## config.mk

```make
export PLATFORM = sky130hd
export DESIGN_NAME = key_matrix_event_decoder_top_flat
export DESIGN_NICKNAME = d
export VERILOG_FILES = /design/src/rtl/core/kmed_pkg.sv /design/src/rtl/core/kmed_key_if.sv /design/src/rtl/core/kmed_code_if.sv /design/src/rtl/core/key_matrix_event_decoder_top.sv /design/src/rtl/core/kmed_lane.sv /design/src/rtl/core/kmed_merge.sv /design/src/flat_wrapper.sv
export SDC_FILE = /design/constraint.sdc
export NUM_CORES = 1
export LEC_CHECK = 0
export BUFFER_PORTS_ARGS = -buffer_cell sky130_fd_sc_hd__buf_2
export CAP_MARGIN = 20
export CORE_ASPECT_RATIO = 0.9
export CORE_MARGIN = 2
export CORE_UTILIZATION = 63
export DETAILED_ROUTE_END_ITERATION = 7
export GPL_TIMING_DRIVEN = 1
export PLACE_DENSITY = 0.87
export SLEW_MARGIN = 30
export SYNTH_ARGS = -nofsm -noshare
export SYNTH_HDL_FRONTEND = slang
export SYNTH_SLANG_ARGS = --single-unit
```

## constraint.sdc

```tcl
create_clock -name i_clk -period 9.9 [get_ports i_clk]
set_input_delay 0.495 -clock i_clk [delete_from_list [all_inputs] [get_ports i_clk]]
set_output_delay 0.495 -clock i_clk [all_outputs]
set_load 0.01 [all_outputs]
```

## src/rtl/core/kmed_pkg.sv

```systemverilog
// kmed_pkg: constants, types and code tables for the key matrix event decoder
// no dependencies; used by every module of the block
`default_nettype none

package kmed_pkg;

    localparam int KEY_TOTAL    = 40;
    localparam int KEY_IDX_W    = $clog2(KEY_TOTAL);
    localparam int LANE_KEYS    = 8;
    localparam int LANE_COUNT   = KEY_TOTAL / LANE_KEYS;
    localparam int LANE_IDX_W   = $clog2(LANE_KEYS);
    localparam int CODE_W       = 7;

    localparam int CAPS_INDEX   = 34;
    localparam int SYMBOL_INDEX = 38;
    localparam int ZERO_INDEX   = 9;

    localparam logic [CODE_W-1:0] CODE_NONE      = 7'h00;
    localparam logic [CODE_W-1:0] CODE_BACKSPACE = 7'h08;
    localparam logic [CODE_W-1:0] CASE_OFFSET    = 7'h20;
    localparam logic [CODE_W-1:0] LOWER_A        = 7'h61;
    localparam logic [CODE_W-1:0] LOWER_Z        = 7'h7A;

    localparam logic [CODE_W-1:0] PLAIN_CODES [KEY_TOTAL] = '{
        7'h35, 7'h34, 7'h33, 7'h32, 7'h31, 7'h36, 7'h37, 7'h38, 7'h39, 7'h30,
        7'h74, 7'h72, 7'h65, 7'h77, 7'h71, 7'h79, 7'h75, 7'h69, 7'h6F, 7'h70,
        7'h67, 7'h66, 7'h64, 7'h73, 7'h61, 7'h68, 7'h6A, 7'h6B, 7'h6C, 7'h0D,
        7'h76, 7'h63, 7'h78, 7'h7A, 7'h00, 7'h62, 7'h6E, 7'h6D, 7'h00, 7'h20
    };

    localparam logic [CODE_W-1:0] SYMBOL_CODES [KEY_TOTAL] = '{
        7'h25, 7'h24, 7'h23, 7'h40, 7'h21, 7'h26, 7'h27, 7'h28, 7'h29, 7'h5F,
        7'h3E, 7'h3C, 7'h00, 7'h00, 7'h00, 7'h5B, 7'h5D, 7'h00, 7'h3B, 7'h22,
        7'h7D, 7'h7B, 7'h5C, 7'h7C, 7'h7E, 7'h5E, 7'h2D, 7'h2B, 7'h3D, 7'h0D,
        7'h2F, 7'h3F, 7'h00, 7'h3A, 7'h00, 7'h2A, 7'h2C, 7'h2E, 7'h00, 7'h20
    };

    // what one lane found among its keys
    typedef struct packed {
        logic                  any;
        logic                  multi;
        logic [LANE_IDX_W-1:0] idx;
    } t_lane_res;

    function automatic logic [CODE_W-1:0] code_for(
        input logic [KEY_IDX_W-1:0] idx,
        input logic                 caps,
        input logic                 sym
    );
        logic [CODE_W-1:0] v;
        v = CODE_NONE;
        if (idx < KEY_IDX_W'(KEY_TOTAL)) begin
            v = sym ? SYMBOL_CODES[idx] : PLAIN_CODES[idx];
        end
        if (idx >= KEY_IDX_W'(KEY_TOTAL)) begin
            code_for = CODE_NONE;
        end else if (caps && sym) begin
            code_for = CODE_NONE;
        end else if (caps && idx == KEY_IDX_W'(ZERO_INDEX)) begin
            code_for = CODE_BACKSPACE;
        end else if (caps) begin
            code_for = (v >= LOWER_A && v <= LOWER_Z) ? v - CASE_OFFSET : CODE_NONE;
        end else begin
            code_for = v;
        end
    endfunction

endpackage

`default_nettype wire

```

## src/rtl/core/kmed_key_if.sv

```systemverilog
// kmed_key_if: valid/ready channel carrying one matrix scan item
// depends on kmed_pkg for the matrix width
`default_nettype none

interface kmed_key_if;
    logic                           valid;
    logic                           ready;
    logic [kmed_pkg::KEY_TOTAL-1:0] key_matrix;

    modport source (output valid, output key_matrix, input ready);
    modport sink   (input valid, input key_matrix, output ready);
endinterface

`default_nettype wire

```

## src/rtl/core/kmed_code_if.sv

```systemverilog
// kmed_code_if: valid/ready channel carrying one decoded character item
// depends on kmed_pkg for the code width
`default_nettype none

interface kmed_code_if;
    logic                        valid;
    logic                        ready;
    logic [kmed_pkg::CODE_W-1:0] char_code;

    modport source (output valid, output char_code, input ready);
    modport sink   (input valid, input char_code, output ready);
endinterface

`default_nettype wire

```

## src/rtl/core/key_matrix_event_decoder_top.sv

```systemverilog
// key_matrix_event_decoder_top: lane scan, then merge and output register
// throughput one scan item per cycle while the output channel is not stalled
// lane stage stalls only when full while a result waits, else a scan is taken
// synchronous active-low reset clears the valid flags and the press latch
// depends on kmed_pkg, kmed_key_if, kmed_code_if, kmed_lane, kmed_merge
`default_nettype none

module key_matrix_event_decoder_top (
    input  wire logic    i_clk,
    input  wire logic    i_rst_n,
    kmed_key_if.sink     i_key_ch,
    kmed_code_if.source  o_code_ch
);
    import kmed_pkg::*;

    t_lane_res           lane_res   [LANE_COUNT];
    t_lane_res           r_s1_lane  [LANE_COUNT];
    logic                r_s1_valid;
    logic                r_s1_caps;
    logic                r_s1_sym;
    logic                r_latched;
    logic                n_latched;
    logic                r_out_valid;
    logic [CODE_W-1:0]   r_char_code;
    logic [CODE_W-1:0]   char_code;
    logic                en_s1;
    logic                en_out;

    for (genvar g = 0; g < LANE_COUNT; g++) begin : g_lane
        kmed_lane #(
            .LANE_BASE(g * LANE_KEYS)
        ) u_lane (
            .i_keys(i_key_ch.key_matrix[g*LANE_KEYS +: LANE_KEYS]),
            .o_res (lane_res[g])
        );
    end

    kmed_merge u_merge (
        .i_lane_res    (r_s1_lane),
        .i_caps        (r_s1_caps),
        .i_sym         (r_s1_sym),
        .i_latched     (r_latched),
        .o_char_code   (char_code),
        .o_latched_next(n_latched)
    );

    assign en_out         = !r_out_valid || o_code_ch.ready;
    assign en_s1          = !r_s1_valid || en_out;
    assign i_key_ch.ready = en_s1;

    always_ff @(posedge i_clk) begin
        if (!i_rst_n) begin
            r_s1_valid <= 1'b0;
        end else if (en_s1) begin
            r_s1_valid <= i_key_ch.valid;
        end
    end

    always_ff @(posedge i_clk) begin
        if (en_s1 && i_key_ch.valid) begin
            r_s1_lane <= lane_res;
            r_s1_caps <= i_key_ch.key_matrix[CAPS_INDEX];
            r_s1_sym  <= i_key_ch.key_matrix[SYMBOL_INDEX];
        end
    end

    // latch moves only when a scan leaves the lane stage
    always_ff @(posedge i_clk) begin
        if (!i_rst_n) begin
            r_out_valid <= 1'b0;
            r_latched   <= 1'b0;
        end else if (en_out) begin
            r_out_valid <= r_s1_valid;
            if (r_s1_valid) begin
                r_latched <= n_latched;
            end
        end
    end

    always_ff @(posedge i_clk) begin
        if (en_out && r_s1_valid) begin
            r_char_code <= char_code;
        end
    end

    assign o_code_ch.valid     = r_out_valid;
    assign o_code_ch.char_code = r_char_code;

endmodule

`default_nettype wire

```

## src/rtl/core/kmed_lane.sv

```systemverilog
// kmed_lane: scans one slice of the key matrix for pressed keys
// depends on kmed_pkg; the shift keys are masked out by their global index
`default_nettype none

module kmed_lane #(
    parameter int LANE_BASE = 0
) (
    input  wire logic [kmed_pkg::LANE_KEYS-1:0] i_keys,
    output kmed_pkg::t_lane_res                 o_res
);
    import kmed_pkg::*;

    logic [LANE_KEYS-1:0] keys_masked;
    logic                 seen;
    logic                 multi;
    logic [LANE_IDX_W-1:0] first;

    always_comb begin
        for (int j = 0; j < LANE_KEYS; j++) begin
            keys_masked[j] = i_keys[j] && (LANE_BASE + j != CAPS_INDEX)
                                       && (LANE_BASE + j != SYMBOL_INDEX);
        end
    end

    // lowest pressed key wins, a second one marks the lane as multi
    always_comb begin
        seen  = 1'b0;
        multi = 1'b0;
        first = '0;
        for (int j = 0; j < LANE_KEYS; j++) begin
            if (keys_masked[j]) begin
                if (seen) begin
                    multi = 1'b1;
                end else begin
                    first = LANE_IDX_W'(j);
                end
                seen = 1'b1;
            end
        end
    end

    assign o_res.any   = seen;
    assign o_res.multi = multi;
    assign o_res.idx   = first;

endmodule

`default_nettype wire

```

## src/rtl/core/kmed_merge.sv

```systemverilog
// kmed_merge: combines the lane results, looks up the code, updates the latch
// depends on kmed_pkg for the lane types and code tables
`default_nettype none

module kmed_merge (
    input  wire kmed_pkg::t_lane_res          i_lane_res [kmed_pkg::LANE_COUNT],
    input  wire logic                         i_caps,
    input  wire logic                         i_sym,
    input  wire logic                         i_latched,
    output logic [kmed_pkg::CODE_W-1:0]       o_char_code,
    output logic                              o_latched_next
);
    import kmed_pkg::*;

    logic                 any_key;
    logic                 many_keys;
    logic [KEY_IDX_W-1:0] found;

    always_comb begin
        any_key   = 1'b0;
        many_keys = 1'b0;
        found     = '0;
        for (int l = 0; l < LANE_COUNT; l++) begin
            if (i_lane_res[l].any) begin
                if (any_key || i_lane_res[l].multi) begin
                    many_keys = 1'b1;
                end
                if (!any_key) begin
                    found = KEY_IDX_W'(l * LANE_KEYS) + KEY_IDX_W'(i_lane_res[l].idx);
                end
                any_key = 1'b1;
            end
        end
    end

    always_comb begin
        o_char_code    = CODE_NONE;
        o_latched_next = i_latched;
        if (!any_key) begin
            o_latched_next = 1'b0;
        end else if (!i_latched) begin
            o_latched_next = 1'b1;
            if (!many_keys) begin
                o_char_code = code_for(found, i_caps, i_sym);
            end
        end
    end

endmodule

`default_nettype wire

```

## src/flat_wrapper.sv

```systemverilog
// flat-port wrapper written by rule: the top's interface ports become plain ports
module key_matrix_event_decoder_top_flat import kmed_pkg::*;
  (i_clk, i_rst_n, i_key_ch_valid, i_key_ch_key_matrix, i_key_ch_ready, o_code_ch_valid, o_code_ch_char_code, o_code_ch_ready);
  kmed_key_if i_key_ch_i ();
  kmed_code_if o_code_ch_i ();
  input  wire logic i_clk;
  input  wire logic i_rst_n;
  input wire logic [$bits(i_key_ch_i.valid)-1:0] i_key_ch_valid;
  input wire logic [$bits(i_key_ch_i.key_matrix)-1:0] i_key_ch_key_matrix;
  output wire logic [$bits(i_key_ch_i.ready)-1:0] i_key_ch_ready;
  output wire logic [$bits(o_code_ch_i.valid)-1:0] o_code_ch_valid;
  output wire logic [$bits(o_code_ch_i.char_code)-1:0] o_code_ch_char_code;
  input wire logic [$bits(o_code_ch_i.ready)-1:0] o_code_ch_ready;
  assign i_key_ch_i.valid = i_key_ch_valid;
  assign i_key_ch_i.key_matrix = i_key_ch_key_matrix;
  assign i_key_ch_ready = i_key_ch_i.ready;
  assign o_code_ch_valid = o_code_ch_i.valid;
  assign o_code_ch_char_code = o_code_ch_i.char_code;
  assign o_code_ch_i.ready = o_code_ch_ready;
  key_matrix_event_decoder_top u_core (.i_clk(i_clk), .i_rst_n(i_rst_n), .i_key_ch(i_key_ch_i), .o_code_ch(o_code_ch_i));
endmodule
```

* Word level (Yosys, flattened, before mapping) *
Memory sizes are Yosys's and may differ from the RTL's.
Index checks and enable logic that the tools add are counted.

word-level totals
  output and inout port bits = 9
  memories kept = 2
  bits in read-only memories = 896
  input bits = 44
  flip-flop bits (word level) = 37
  logic and storage cells = 255

operators by class
  magnitude comparators = 5
  mux-type cells = 202
  add/sub/neg operators = 5
  bitwise gates (word level) = 2
  equal/unequal tests = 1
  reductions and logical operators = 16

memories
  memory            words  width  read ports  clocked after memory_dff  write ports  line            text
  (name not given)  64     7      1           0                         0            kmed_pkg.sv:53  v = sym ? SYMBOL_CODES[idx] : PLAIN_CODES[idx];
  (name not given)  64     7      1           0                         0            kmed_pkg.sv:53

operators by type and width
  kind                 count
  $mux 3               62
  $mux 1               120
  $mux 7               11
  $mux 6               8
  $ge 7x7->1 const B   2
  $add 5x3->6 const A  2
  $le 7x7->1 const B   1
  $not 6->7            1
  $sub 7x6->7 const B  1
  $add 6x3->6 const A  1
  $eq 6x4->1 const B   1
  $ge 6x6->1 const B   1
  $logic_or 1x1->1     6
  $lt 6x6->1 const B   1
  $reduce_or 6->1      1
  $add 4x3->5 const A  1
  $logic_and 1x1->1    5
  $reduce_or 5->1      1
  $mux 4               1
  $logic_not 1->1      2
  $reduce_and 2->1     1
  $not 1->1            1

* Depth between registers and ports, before layout *
  word-level depth = 23
  gate-level depth with buffers = 17
  depth with buffers taken out = 16

* Modules after synthesis *
Synthesis repeated with hierarchy kept, for this count alone.

unflattened totals
  cell total of the unflattened synthesis = 387
  area, all modules = 3,467.1 µm²

by module, submodules not included
  module                                    times used  seq. area each (µm²)  area an instance (µm²)  cells an instance
  kmed_merge                                1           0.0                   1,589.0                 231
  key_matrix_event_decoder_top              1           1,081.0               1,154.9                 47
  kmed_lane at u_core.g_lane[0].u_lane ...  4           0.0                   153.9                   23
  kmed_lane at u_core.g_lane[4].u_lane      1           0.0                   107.6                   17

* Worst setup path before layout *
OpenSTA, ideal clock, no wires.

  kind = flip-flop to flip-flop
  start = reg u_core.r_s1_lane[9] in the netlist's numbering
  end = reg u_core.r_char_code[0] (netlist: u_core.o_code_ch.char_code[0]), data pin
  slack = 6,223 ps
  setup time = 263 ps
  required time = 9,637 ps
  period minus slack after synthesis = 3,677 ps
  arrival = 3,413 ps
  path buffers = 1
  stages on the path, launching flop included = 15
  cells stage by stage = edfxtp_1 clkbuf_1 mux2i_1 o21ai_4 o22ai_4 inv_1 ha_1 or4_1 a22oi_1 a221oi_1 nor4_1 a311oi_1 or4_1 o21ai_2 o21ai_1

between the ends
  cells in the longest elaborated chain, start to end = 16

RTL lines
  what                                             line                                text
  start, declared                                  key_matrix_event_decoder_top.sv:17  t_lane_res r_s1_lane [LANE_COUNT];
  start signal, assigned                           key_matrix_event_decoder_top.sv:61  r_s1_lane <= lane_res;
  $mux 6 / $mux 1 (equally long branches)          kmed_merge.sv:24                    if (i_lane_res[l].any) begin
  $mux 6                                           kmed_merge.sv:28                    if (!any_key) begin
  $mux 6                                           kmed_merge.sv:24
  $not 6->7 (not written as such)                  kmed_pkg.sv:53
  $mem_v2 64x7                                     n/a
  $mux 7 (not written as such) (2 in a row)        kmed_pkg.sv:53
  $mux 7                                           kmed_pkg.sv:53
  $mux 7                                           kmed_pkg.sv:52                      if (idx < KEY_IDX_W'(KEY_TOTAL)) begin
  $mux 7                                           kmed_merge.sv:43                    if (!many_keys) begin
  $mux 7                                           kmed_merge.sv:41                    end else if (!i_latched) begin
  $mux 7                                           kmed_merge.sv:39                    if (!any_key) begin
  $ge 7x7->1 / $le 7x7->1 (equally long branches)  kmed_pkg.sv:62                      code_for = (v >= LOWER_A && v <= LOWER_Z) ? v - CASE_OFFSET : CODE_NONE;
  $logic_and 1x1->1                                kmed_pkg.sv:62
  $mux 7                                           kmed_pkg.sv:62
  $mux 7                                           kmed_pkg.sv:61                      end else if (caps) begin
  end signal, assigned                             key_matrix_event_decoder_top.sv:82  r_char_code <= char_code;
  end, declared                                    key_matrix_event_decoder_top.sv:24  logic [CODE_W-1:0] r_char_code;

Several ways; a longest one is shown, not always the timed one. The select of a mux whose other input is x is not followed.
A chain may end at the register's enable or synchronous reset.

* Final worst setup path *
  start = reg u_core.r_s1_lane[14] in the netlist's numbering
  end = reg u_core.r_char_code[5] (netlist: u_core.o_code_ch.char_code[5]), data pin

between the ends
  cells in the longest elaborated chain, start to end = 18

RTL lines
  what                                             line
  $mux 6 / $mux 1 (equally long branches)          kmed_merge.sv:24
  $mux 6                                           kmed_merge.sv:28
  $mux 6                                           kmed_merge.sv:24
  $mux 6                                           kmed_merge.sv:28
  $mux 6                                           kmed_merge.sv:24
  $not 6->7 (not written as such)                  kmed_pkg.sv:53
  $mem_v2 64x7                                     n/a
  $mux 7 (not written as such) (2 in a row)        kmed_pkg.sv:53
  $mux 7                                           kmed_pkg.sv:53
  $mux 7                                           kmed_pkg.sv:52
  $mux 7                                           kmed_merge.sv:43
  $mux 7                                           kmed_merge.sv:41
  $mux 7                                           kmed_merge.sv:39
  $ge 7x7->1 / $le 7x7->1 (equally long branches)  kmed_pkg.sv:62
  $logic_and 1x1->1                                kmed_pkg.sv:62
  $mux 7                                           kmed_pkg.sv:62
  $mux 7                                           kmed_pkg.sv:61

Several ways; a longest one is shown, not always the timed one. The select of a mux whose other input is x is not followed.

==> qor.yml <==
grt_max_degree: 32
timing.rr.end: "u_core.o_code_ch.char_code[5]"
yosysUniqueCellTypes: 78
synthTopCellsByArea: "edfxtp_1 30%, nor2_1 6.6%, a21oi_1 5.4%"
grt_usage_pct: 35.4
worstPathMaxFanout: 17
p_leak_nw: 1.40
syn_area_mm2: 0.00346
drv_slew: 0
dieArea_mm2: 0.00610
fp.dieW_um: 82.1
drive_above_1_share_pct: 18.4
critical_path_required_ns: 9.95
root_buffer: "clkbuf_8"
fillCellCount: 404
routed_wl_um: 10200
drt-pass1-iter-count: 7
hold_end: "u_core.r_s1_caps"
coreArea_mm2: 0.00529
synth_area_per_cell_um2: 8.37
grt_pass1_wl_um: 16300
clk_path_buf_depth: 2
rsz0062_at_grt: "false"
cts_tree: "yes"
synth_cells: 413
r2r-start: "u_core.r_s1_lane[14]"
finalNetCount: 509
antenna_found_initial: 0
dpl.hpwl_um: 7790
worst_slack_ns: 5.38
synth_edf_count: 34
synth_top_area_share_pct: 29.5
ioPinCount: 53
port_buffers: 52
cts_max_level: 2
rows: 25
crit_arrival_ns: 4.57
fmax_mhz: 221
cap_violations: 0
worstSkewPairLatency_ns: 0.30
internal-power_w: 0.000263
vias: 3674
run_status: "complete, no violations"
worstMarginPinSlew_ns: 0.789
seqPwrFrac_pct: 47.7
async_flop_share_pct: 0
wl_per_cell_um: 19.4
ant_nets: 0
final-setup-viol-count: 0
crit_type: "flip-flop to flip-flop"
numCtsBuffers: 5
hold_viol: 0
reg2regPathDepth: 13
cp-end-kind: "flip-flop"
start_kind: "flip-flop"
synth_ff_type: "edfxtp_1"
yosysTopAreaCell: "edfxtp_1"
drc: 0
rrSetupSlack_ns: 5.38
first_iter_violations: 614
finalCriticalPeriod_ns: 4.52
p_switching_w: 0.000127
skew_ns: 0.00806
pre_cts_slack_ns: 5.56
synth_nets: 466
grt_pass1_vias: 3338
hp-class: "input port to flip-flop"
hp-start: "i_key_ch_key_matrix[34]"
dieHeight_um: 74.3
avgViaCountPerCell: 7.01
post_cts_resized: 0
clock-sinks: 37
sw_frac_of_total_pct: 32.5
peakVddDrop_mv: 0.0880
gp_congestion: 1.04
synth_seq_cells: 37
post-cts-setup-buffers: 0
holdPathStages: 1
grt_overflow: 0
power.density_mw_per_mm2: 103
synth_warnings: 0
relSlewSlack_pct: 47.3
start_util_pct: 65.4
holdBufCountCts: 0
p_clk_share_pct: 28.8
diodes: 0
area_growth_pct: 9.66
synth_sequential_area_ratio_pct: 31.3
post-route-period-util_pct: 45.6
p_comb_share_pct: 23.5
final.setup.tns_ns: 0
path_clk_slew_ns: 0.09
[flip-flops by register name, indices dropped and copies added, names as in the netlist]
signal,flops
u_core.r_latched,1
u_core.r_s1_sym,1
u_core.o_code_ch.valid,1
u_core.r_s1_valid,1
u_core.o_code_ch.char_code,7
u_core.r_s1_lane,25
u_core.r_s1_caps,1
[per-stage QoR]
step / cells / area, um2 / total power (W) / util [%] / hold WS (ns)
5_1_grt: 524 / 3790 / 0.000404 / 71.7 / 0.361
3_5_place_dp: 516 / 3700 / 0.000278 / 70.0 / 0.512
3_3_place_gp: 516 / 3700 / 0.000275 / 70.0 / 0.509
2_1_floorplan: 413 / 3460 / 0.000245 / - / 0.477
4_1_cts: 524 / 3790 / 0.000386 / 71.7 / 0.370
6_report: 524 / 3790 / 0.000390 / 71.7 / 0.364
[layer usage]
layer | share of wire (%) | vias up | wire length, um | GRT usage, %
met3 | 10 | 64 | 1020 | 7.40
met1 | 40 | 1654 | 4050 | 46.6
li1 | - | 1699 | - | -
met4 | 5.9 | 0 | 601 | 20.0
met2 | 44 | 257 | 4500 | 54.7
met5 | 0 | - | 0 | 0
[cell usage in the layout, fill, tap and decap left out, types with 3 or more instances in the layout]
cell	instances
nor2_1	61
buf_2	52
a21oi_1	37
edfxtp_1	34
o21ai_0	23
nand2_1	22
nand3_1	18
inv_1	15
nor3_1	14
nand2b_1	10
nor4_1	9
ha_1	9
o21ai_1	8
a211oi_1	7
nor2b_1	6
or3_1	5
and3_1	5
a31oi_1	5
maj3_1	5
clkbuf_8	5
o22a_1	4
mux2i_1	4
nand3b_1	4
o211a_1	4
o22ai_1	4
a221oi_1	4
or2_1	3
o21ai_2	3
o2111ai_1	3
nand4_1	3
o21a_1	3
o32a_1	3
o32ai_1	3
a311oi_1	3
dfxtp_1	3
[power groups by stage]
| stage | sequential (W) | clock [W] | combinational, W |
|---|---|---|---|
| finish | 0.000186 | 0.000112 | 0.0000914 |
| global route | 0.000187 | 0.000118 | 0.0000994 |
| CTS | 0.000186 | 0.000111 | 0.0000891 |
| detailed placement | 0.000189 | 0 | 0.0000887 |
| global placement | 0.000189 | 0 | 0.0000861 |
| floorplan | 0.000186 | 0 | 0.0000582 |
[worst max-delay path: stages (launching register included)]
cell       delay, ns
edfxtp_1        0.65
nor3_4          0.39
nand2_2         0.24
o22ai_4         0.40
inv_1           0.19
ha_1            0.30
a32oi_1         0.23
nand3_1         0.12
a221oi_1        0.38
nor4_1          0.10
a311oi_1        0.62
o2111ai_1       0.21
o21ai_2         0.30
o21ai_1         0.13
[area by class of cell]
cell class	instances	area, um2	share of cell area, %
multi-input combinational	343	2210	58.3
sequential	37	1080	28.5
timing repair buffer	53	268	7.06
tap	67	83.8	2.21
clock buffer	5	68.8	1.81
inverter	16	60.1	1.58
clock inverter	3	21.3	0.561
[worst max-delay path by stage]
| stage | startpoint | end | slack, ns | cells after the start |
|---|---|---|---|---|
| 6_report | u_core.r_s1_lane[14] | u_core.o_code_ch.char_code[5] | 5.38 | 13 |
| 5_1_grt | u_core.r_s1_lane[14] | u_core.o_code_ch.char_code[2] | 5.14 | 13 |
| 4_1_cts | u_core.r_s1_lane[14] | u_core.o_code_ch.char_code[5] | 5.55 | 13 |
| 3_5_place_dp | u_core.r_s1_lane[14] | u_core.o_code_ch.char_code[5] | 5.56 | 13 |
| 3_3_place_gp | u_core.r_s1_lane[14] | u_core.o_code_ch.char_code[2] | 5.70 | 13 |
| 2_1_floorplan | u_core.r_s1_lane[9] | u_core.o_code_ch.char_code[0] | 6.22 | 14 |
[cells by family (layout without fill, tap and decap cells)]
family	Yosys count	after routing	share of synthesized area, %
buf+inv	33	77	4.88
flops	37	37	31.3
simple gates	174	174	25.4
fa+ha+maj	14	14	4.70
compound gates	150	150	32.2
mux	5	5	1.59
[cells in the mapped netlist (3+ instances only)]
library cell	number
o2111ai_1	3
or3_1	5
o21a_1	3
o32a_1	3
clkbuf_1	5
and3_1	5
nand3_1	18
o21ai_1	8
o22a_1	4
a221oi_1	4
o32ai_1	3
nor3_1	14
edfxtp_1	34
a31oi_1	5
nand2b_1	10
o21ai_0	23
buf_6	4
or2_1	3
ha_1	9
nand2_1	22
dfxtp_1	3
nand3b_1	4
buf_2	5
o22ai_1	4
nand4_1	3
nor4_1	9
a311oi_1	3
and2_1	3
o211a_1	4
a211oi_1	7
nor2_1	61
inv_1	15
nor2b_1	6
o21ai_2	3
a21oi_1	37
mux2i_1	4
maj3_1	5
Note: power is estimated with default switching activity, not from simulation.
